**src/design/ftpd_pkg.sv**
```systemverilog
// Shared types and constants for the file transfer packet deframer.
package ftpd_pkg;

    localparam int unsigned POS_W    = 17;
    localparam int unsigned BYTE_W   = 8;
    localparam int unsigned FIELD_W  = 16;

    localparam logic [POS_W-1:0] POS_MAX = {POS_W{1'b1}};

    // Byte positions inside a packet (1-based)
    localparam logic [POS_W-1:0] POS_OP_HI  = POS_W'(1);
    localparam logic [POS_W-1:0] POS_OP_LO  = POS_W'(2);
    localparam logic [POS_W-1:0] POS_F1_HI  = POS_W'(3);
    localparam logic [POS_W-1:0] POS_F1_LO  = POS_W'(4);
    localparam logic [POS_W-1:0] POS_F2_HI  = POS_W'(5);
    localparam logic [POS_W-1:0] POS_F2_LO  = POS_W'(6);
    localparam logic [POS_W-1:0] DATA_HDR_LEN = POS_W'(6);

    // Opcodes
    localparam logic [FIELD_W-1:0] OP_DATA  = FIELD_W'(3);
    localparam logic [FIELD_W-1:0] OP_ACK   = FIELD_W'(4);
    localparam logic [FIELD_W-1:0] OP_ERROR = FIELD_W'(5);
    localparam logic [FIELD_W-1:0] OP_BCAST = FIELD_W'(9);

    typedef enum logic [1:0] {
        KIND_ACK   = 2'd0,
        KIND_DATA  = 2'd1,
        KIND_ERROR = 2'd2,
        KIND_BCAST = 2'd3
    } kind_t;

    typedef struct packed {
        kind_t               kind;
        logic [FIELD_W-1:0]  block_number;
        logic [FIELD_W-1:0]  error_code;
        logic [FIELD_W-1:0]  data_size;
        logic [BYTE_W-1:0]   event_byte;
        logic [BYTE_W-1:0]   payload_byte;
        logic                payload_valid;
        logic                last;
    } result_t;

endpackage

```
**src/design/ftpd_parser.sv**
```systemverilog
// Packet state registers and per-byte decode of the deframer.
module ftpd_parser (
    input  logic                          aclk,
    input  logic                          aresetn,
    input  logic                          advance,
    input  logic [ftpd_pkg::BYTE_W-1:0]   rx_byte,
    output logic                          has_result,
    output ftpd_pkg::result_t             result
);

    logic [ftpd_pkg::POS_W-1:0]   pos_reg,    pos_next;
    logic [ftpd_pkg::FIELD_W-1:0] opcode_reg, opcode_next;
    logic [ftpd_pkg::BYTE_W-1:0]  pend_reg,   pend_next;
    logic [ftpd_pkg::FIELD_W-1:0] size_reg,   size_next;
    logic [ftpd_pkg::FIELD_W-1:0] block_reg,  block_next;
    logic [ftpd_pkg::FIELD_W-1:0] code_reg,   code_next;
    logic [ftpd_pkg::BYTE_W-1:0]  event_reg,  event_next;

    logic [ftpd_pkg::POS_W-1:0]   pos_inc;
    logic [ftpd_pkg::FIELD_W-1:0] word;
    logic                         done;
    logic                         emit;
    ftpd_pkg::kind_t              kind;
    logic                         pvalid;
    logic                         is_zero;

    always_comb begin
        pos_inc = pos_reg + ((pos_reg != ftpd_pkg::POS_MAX) ? ftpd_pkg::POS_W'(1)
                                                           : ftpd_pkg::POS_W'(0));
        word    = {pend_reg, rx_byte};
        is_zero = (rx_byte == '0);

        opcode_next = opcode_reg;
        pend_next   = pend_reg;
        size_next   = size_reg;
        block_next  = block_reg;
        code_next   = code_reg;
        event_next  = event_reg;
        done        = 1'b0;
        emit        = 1'b0;
        kind        = ftpd_pkg::KIND_ACK;
        pvalid      = 1'b0;

        priority if (pos_inc == ftpd_pkg::POS_OP_HI) begin
            pend_next = rx_byte;
        end else if (pos_inc == ftpd_pkg::POS_OP_LO) begin
            opcode_next = word;
        end else if (opcode_reg == ftpd_pkg::OP_ACK) begin
            if (pos_inc == ftpd_pkg::POS_F1_HI) begin
                pend_next = rx_byte;
            end else if (pos_inc == ftpd_pkg::POS_F1_LO) begin
                block_next = word;
                emit       = 1'b1;
                done       = 1'b1;
                kind       = ftpd_pkg::KIND_ACK;
            end
        end else if (opcode_reg == ftpd_pkg::OP_ERROR) begin
            kind = ftpd_pkg::KIND_ERROR;
            if (pos_inc == ftpd_pkg::POS_F1_HI) begin
                pend_next = rx_byte;
            end else if (pos_inc == ftpd_pkg::POS_F1_LO) begin
                code_next = word;
            end else begin
                // message byte or terminator
                emit   = 1'b1;
                done   = is_zero;
                pvalid = !is_zero;
            end
        end else if (opcode_reg == ftpd_pkg::OP_DATA) begin
            kind = ftpd_pkg::KIND_DATA;
            if (pos_inc == ftpd_pkg::POS_F1_HI || pos_inc == ftpd_pkg::POS_F2_HI) begin
                pend_next = rx_byte;
            end else if (pos_inc == ftpd_pkg::POS_F1_LO) begin
                size_next = word;
            end else if (pos_inc == ftpd_pkg::POS_F2_LO) begin
                block_next = word;
                if (size_reg == '0) begin
                    // empty payload: header closes the packet
                    emit = 1'b1;
                    done = 1'b1;
                end
            end else begin
                emit   = 1'b1;
                pvalid = 1'b1;
                done   = ((pos_inc - ftpd_pkg::DATA_HDR_LEN) >=
                          {1'b0, size_reg});
            end
        end else if (opcode_reg == ftpd_pkg::OP_BCAST) begin
            kind = ftpd_pkg::KIND_BCAST;
            if (pos_inc == ftpd_pkg::POS_F1_HI) begin
                event_next = rx_byte;
            end else begin
                emit   = 1'b1;
                done   = is_zero;
                pvalid = !is_zero;
            end
        end else begin
            // unknown opcode: bytes are swallowed until reset
        end

        pos_next = done ? '0 : pos_inc;

        has_result           = emit;
        result.kind          = kind;
        result.block_number  = (kind == ftpd_pkg::KIND_ACK || kind == ftpd_pkg::KIND_DATA)
                               ? block_next : '0;
        result.error_code    = (kind == ftpd_pkg::KIND_ERROR) ? code_next : '0;
        result.data_size     = (kind == ftpd_pkg::KIND_DATA) ? size_next : '0;
        result.event_byte    = (kind == ftpd_pkg::KIND_BCAST) ? event_next : '0;
        result.payload_byte  = pvalid ? rx_byte : '0;
        result.payload_valid = pvalid;
        result.last          = done;
    end

    always_ff @(posedge aclk) begin
        if (!aresetn) begin
            pos_reg    <= '0;
            opcode_reg <= '0;
            pend_reg   <= '0;
            size_reg   <= '0;
            block_reg  <= '0;
            code_reg   <= '0;
            event_reg  <= '0;
        end else if (advance) begin
            pos_reg    <= pos_next;
            opcode_reg <= opcode_next;
            pend_reg   <= pend_next;
            size_reg   <= size_next;
            block_reg  <= block_next;
            code_reg   <= code_next;
            event_reg  <= event_next;
        end
    end

endmodule

```
**src/design/ftpd_out_reg.sv**
```systemverilog
// Result output register with valid/ready handshake.
module ftpd_out_reg (
    input  logic               aclk,
    input  logic               aresetn,
    input  logic               load,
    input  ftpd_pkg::result_t  result_in,
    output logic               free,
    output logic               m_valid,
    input  logic               m_ready,
    output ftpd_pkg::result_t  result_out
);

    logic              valid_reg, valid_next;
    ftpd_pkg::result_t data_reg;

    assign free       = !valid_reg || m_ready;
    assign m_valid    = valid_reg;
    assign result_out = data_reg;

    always_comb begin
        if (load) begin
            valid_next = 1'b1;
        end else if (m_ready) begin
            valid_next = 1'b0;
        end else begin
            valid_next = valid_reg;
        end
    end

    always_ff @(posedge aclk) begin
        if (!aresetn) begin
            valid_reg <= 1'b0;
        end else begin
            valid_reg <= valid_next;
        end
    end

    always_ff @(posedge aclk) begin
        if (load) begin
            data_reg <= result_in;
        end
    end

endmodule

```
**src/design/file_transfer_packet_deframer_core.sv**
```systemverilog
// Top level of the file transfer packet deframer.
//
//  Channel   Ports                          Direction  Carries
//  s_        s_valid s_ready s_rx_byte      in         one received byte per word
//  m_        m_valid m_ready m_kind ...     out        zero or one result per byte
//
//  Each byte is decoded in the cycle it is accepted; its result, if any, is
//  in the output register in the next cycle. Throughput is one byte per cycle
//  while s_ready is high. s_ready is high whenever the output register is
//  empty or being drained, so a stalled m_ready holds off input only while
//  a result is waiting. aresetn is synchronous, active low; it clears the
//  packet state and the output valid flag.
module file_transfer_packet_deframer_core (
    input  logic        aclk,
    input  logic        aresetn,

    input  logic        s_valid,
    output logic        s_ready,
    input  logic [7:0]  s_rx_byte,

    output logic        m_valid,
    input  logic        m_ready,
    output logic [1:0]  m_kind,
    output logic [15:0] m_block_number,
    output logic [15:0] m_error_code,
    output logic [15:0] m_data_size,
    output logic [7:0]  m_event_byte,
    output logic [7:0]  m_payload_byte,
    output logic        m_payload_valid,
    output logic        m_last
);

    logic              accept;
    logic              has_result;
    logic              out_free;
    ftpd_pkg::result_t result;
    ftpd_pkg::result_t result_q;

    // input word taken whenever the result slot can absorb it
    assign s_ready = out_free;
    assign accept  = s_valid && out_free;

    ftpd_parser u_parser (
        .aclk       (aclk),
        .aresetn    (aresetn),
        .advance    (accept),
        .rx_byte    (s_rx_byte),
        .has_result (has_result),
        .result     (result)
    );

    ftpd_out_reg u_out (
        .aclk       (aclk),
        .aresetn    (aresetn),
        .load       (accept && has_result),
        .result_in  (result),
        .free       (out_free),
        .m_valid    (m_valid),
        .m_ready    (m_ready),
        .result_out (result_q)
    );

    assign m_kind          = result_q.kind;
    assign m_block_number  = result_q.block_number;
    assign m_error_code    = result_q.error_code;
    assign m_data_size     = result_q.data_size;
    assign m_event_byte    = result_q.event_byte;
    assign m_payload_byte  = result_q.payload_byte;
    assign m_payload_valid = result_q.payload_valid;
    assign m_last          = result_q.last;

endmodule
```
**config.mk**
```make
export PLATFORM = sky130hd
export DESIGN_NAME = file_transfer_packet_deframer_core
export DESIGN_NICKNAME = d
export VERILOG_FILES = /design/src/design/ftpd_pkg.sv /design/src/design/ftpd_parser.sv /design/src/design/ftpd_out_reg.sv /design/src/design/file_transfer_packet_deframer_core.sv
export SDC_FILE = /design/constraint.sdc
export NUM_CORES = 1
export LEC_CHECK = 0
export BUFFER_PORTS_ARGS = -buffer_cell sky130_fd_sc_hd__buf_2
export CAP_MARGIN = 5
export CORE_UTILIZATION = 50
export CTS_CLUSTER_SIZE = 14
export DETAILED_ROUTE_END_ITERATION = 10
export PLACE_DENSITY = 0.78
export SYNTH_ARGS = -nofsm -noshare
export SYNTH_HDL_FRONTEND = slang
export SYNTH_SLANG_ARGS = --single-unit
```
**constraint.sdc**
```tcl
create_clock -name aclk -period 8.4 [get_ports aclk]
set_input_delay 1.68 -clock aclk [delete_from_list [all_inputs] [get_ports aclk]]
set_output_delay 1.68 -clock aclk [all_outputs]
set_load 0.005 [all_outputs]
```
==> results.yml <==
grt:
  grt_pass1_wl_um: 32900
  track_usage_pct: 24.1
  overflow: 0
  antenna_found_initial: 0
  grt_max_degree: 90
  grt_pass1_vias: 6315
timing:
  worst_slew_pin_slew_ns: 1.11
  slew_viol_final: 0
  period_minus_slack_ns: 6.02
  min_period_over_period_pct: 71.7
  max_freq_mhz: 166
  finalHoldViolations: 0
  rsz0062_at_grt: "false"
  setup_viol: 0
  fin_setup_tns_ns: 0
  worst_slew_margin_rel_pct: 25.5
  skew_ns: 0.0108
synth:
  async_flop_share_pct: 0
  synth_top_area_share_pct: 23.9
  syn_inst: 944
  syn_avg_cell_area_um2: 9.06
  syn_area_um2: 8550
  seq_area_frac_synth_pct: 46.8
  synth_nets: 976
  synth_warnings: 0
  synth_seq_cells: 166
  synthDistinctLibCells: 74
  yosys.area.top_type: "edfxtp_1"
  yosys-top-cells-area: "edfxtp_1, dfxtp_1, nand2_1"
  synth_edf_count: 68
  synthFlopType: "dfxtp_1"
floorplanning:
  io_pins: 82
  core.rowCount: 47
  coreArea_um2: 16600
  die_w_um: 133
  fp.dieH_um: 133
  dieArea_um2: 17600
  start_util_pct: 51.4
power_and_ir_drop:
  power_switching_share_pct: 22.5
  p_sw_uw: 388
  p_leak_uw: 0.00326
  pwr-share-comb_pct: 5.0
  irDropWorstVdd_mv: 0.152
  p_per_area_nw_per_um2: 182
  p_int_uw: 1330
  p_clk_share_pct: 45.7
  p_seq_share_pct: 49.4
worst_setup_path:
  crit_fanout: 12
  worstSetupEndpointType: "flop"
  r2r_cells: 23
  reg2reg_slack_ns: 2.38
  cp.required_ns: 8.71
  crit_type: "reg -> reg"
  arrival_ns: 6.33
  cp-start-kind: "flop"
clocking:
  post_cts_resized: 0
  h-tree-depth: 4
  cts_tree: "done"
  postCtsSetupBuffers: 0
  cts_buffer_depth: 2
  cts_buffers: 17
  cts.sinks: 166
  clkLatencyLatePin_ns: 0.43
  holdBufCountCts: 0
  cts-root-buf: "clkbuf_16"
  clkTransAtPathRegs_ns: 0.06
min_path:
  min_path_cells: 2
  hold_path.class: "reg -> reg"
detailed_routing:
  via_per_inst: 5.79
  drt_first_pass_iters: 5
  drc: 0
  drt-total-wl_um: 20700
  ant_nets: 0
  drt_iter0_drc: 785
  drt-wirelength-per-cell_um: 17.1
  num_vias: 7018
placement:
  dp_hpwl_um: 13600
  gp_congestion: 0.927
  numPortBuffers: 81
final_layout:
  antennaDiodeCount: 0
  drive_gt1_share_pct: 14.6
  fin_nets: 1012
  largest_register_ff_count: 68
  utilization_pct: 56.9
  syn2layout_area_growth_pct: 10.8
run:
  cap_violations: 0
outcome:
  outcome: "complete, no violations"
==> critical path, cell delays in order, from the launching register on <==
cell      delay, ns
dfxtp_1        0.57
nand4_4        0.24
nor2_1         0.15
nand3_1        0.10
ha_1           0.27
ha_1           0.25
xnor2_1        0.51
inv_1          0.29
ha_1           0.30
nor2_1         0.33
nand2_1        0.18
nand2_1        0.09
o21ai_0        0.08
a31oi_1        0.21
xnor2_1        0.11
ha_1           0.30
nand3_1        0.09
nor3_1         0.30
o221ai_1       0.23
and3_1         0.24
nor3b_1        0.14
o311a_1        0.54
a31oi_1        0.25
mux2i_1        0.09
==> final timing paths <==
kind / startpoint / endpoint
setup / recovery: u_parser.pos_reg[6]$_SDFFE_PN0P_ / u_parser.pos_reg[14]$_SDFFE_PN0P_
hold / removal: u_parser.block_reg[5]$_SDFFE_PN0P_ / u_parser.block_reg[5]$_SDFFE_PN0P_
setup reg to reg: u_parser.pos_reg[6]$_SDFFE_PN0P_ / u_parser.pos_reg[14]$_SDFFE_PN0P_
hold reg to reg: u_parser.block_reg[5]$_SDFFE_PN0P_ / u_parser.block_reg[5]$_SDFFE_PN0P_
==> area by class of cell <==
type	count	area (um2)
Inverter	26	97.6
Fill cell	1404	7170
Multi-Input combinational cell	683	4070
Tap cell	220	275
Clock buffer	20	437
Timing Repair Buffer	86	443
Sequential cell	166	4000
Clock inverter	12	155
==> cells by family after synthesis <==
kind of cell             Yosys count  share of synthesized area, %
adder cells (fa/ha/maj)           20                          2.93
multiplexers                      58                          6.79
XOR/XNOR                          32                          3.28
AO/OA/AOI/OAI                    166                          11.4
buffers and inverters             95                          5.72
AND/OR/NAND/NOR                  407                          23.1
flip-flops                       166                          46.8
==> layer usage <==
metal  vias up  global-route usage [%]  routed length, um
met5         -                       0                  0
met4         0                    10.1                512
met3        47                    5.44               1660
met2       290                    37.3               9350
met1      3317                    32.6               9190
li1       3364                       -                  -
==> through the flow <==
| stage | hold WS [ns] | instance area (um2) | cells | total power, uW | setup WS (ns) |
|---|---|---|---|---|---|
| after global placement | 0.437 | 8880 | 1181 | 948 | 2.73 |
| after floorplan | 0.431 | 8550 | 944 | 926 | 2.14 |
| after global routing | 0.468 | 9480 | 1213 | 1770 | 1.92 |
| after CTS | 0.452 | 9480 | 1213 | 1730 | 2.54 |
| after detailed placement | 0.443 | 8880 | 1181 | 949 | 2.57 |
| final | 0.452 | 9480 | 1213 | 1720 | 2.38 |
==> power by group through the flow <==
stage | registers, uW | clock network, uW | logic (uW)
after detailed placement | 866 | 0 | 83.5
after floorplan | 858 | 0 | 68.1
after CTS | 848 | 794 | 84.1
final | 849 | 785 | 85.5
after global placement | 866 | 0 | 82.2
after global routing | 849 | 832 | 92.7
==> layout by cell type (no fill, tap or decap), drive strengths merged, types with 16 or more instances in the layout <==
cell	instances
nand3	23
edfxtp	68
buf	86
ha	20
mux2i	58
nand2	197
nor2	85
nor3	16
inv	28
a21oi	98
xnor2	23
o21ai	28
clkbuf	20
nor4	21
dfxtp	98
==> cells in the mapped netlist, types with 2 or more instances <==
library cell  count
a21o_1            2
o21ai_0          20
o21ai_1           8
nor4_1           18
or4_1             7
nand3_4           2
clkbuf_4          7
inv_1            25
or2_1             2
a21oi_2           2
nor4_4            3
ha_1             20
a31oi_1          14
o22ai_1           5
nor2_1           83
dfxtp_1          98
nand4_1          11
clkbuf_1         32
and2_1           10
nor2b_1           2
buf_6             7
buf_1             2
nor3_1           12
nand2b_1          3
nand2_1         195
xor2_1            9
nor3_2            4
a41oi_1           2
xnor2_1          23
nand3_1          20
and3_1            8
edfxtp_1         68
nand3b_1          2
o21bai_1          2
mux2i_1          58
buf_4             5
buf_2            15
a21oi_1          96
or3_1             7
(Power assumes the default switching activity.)
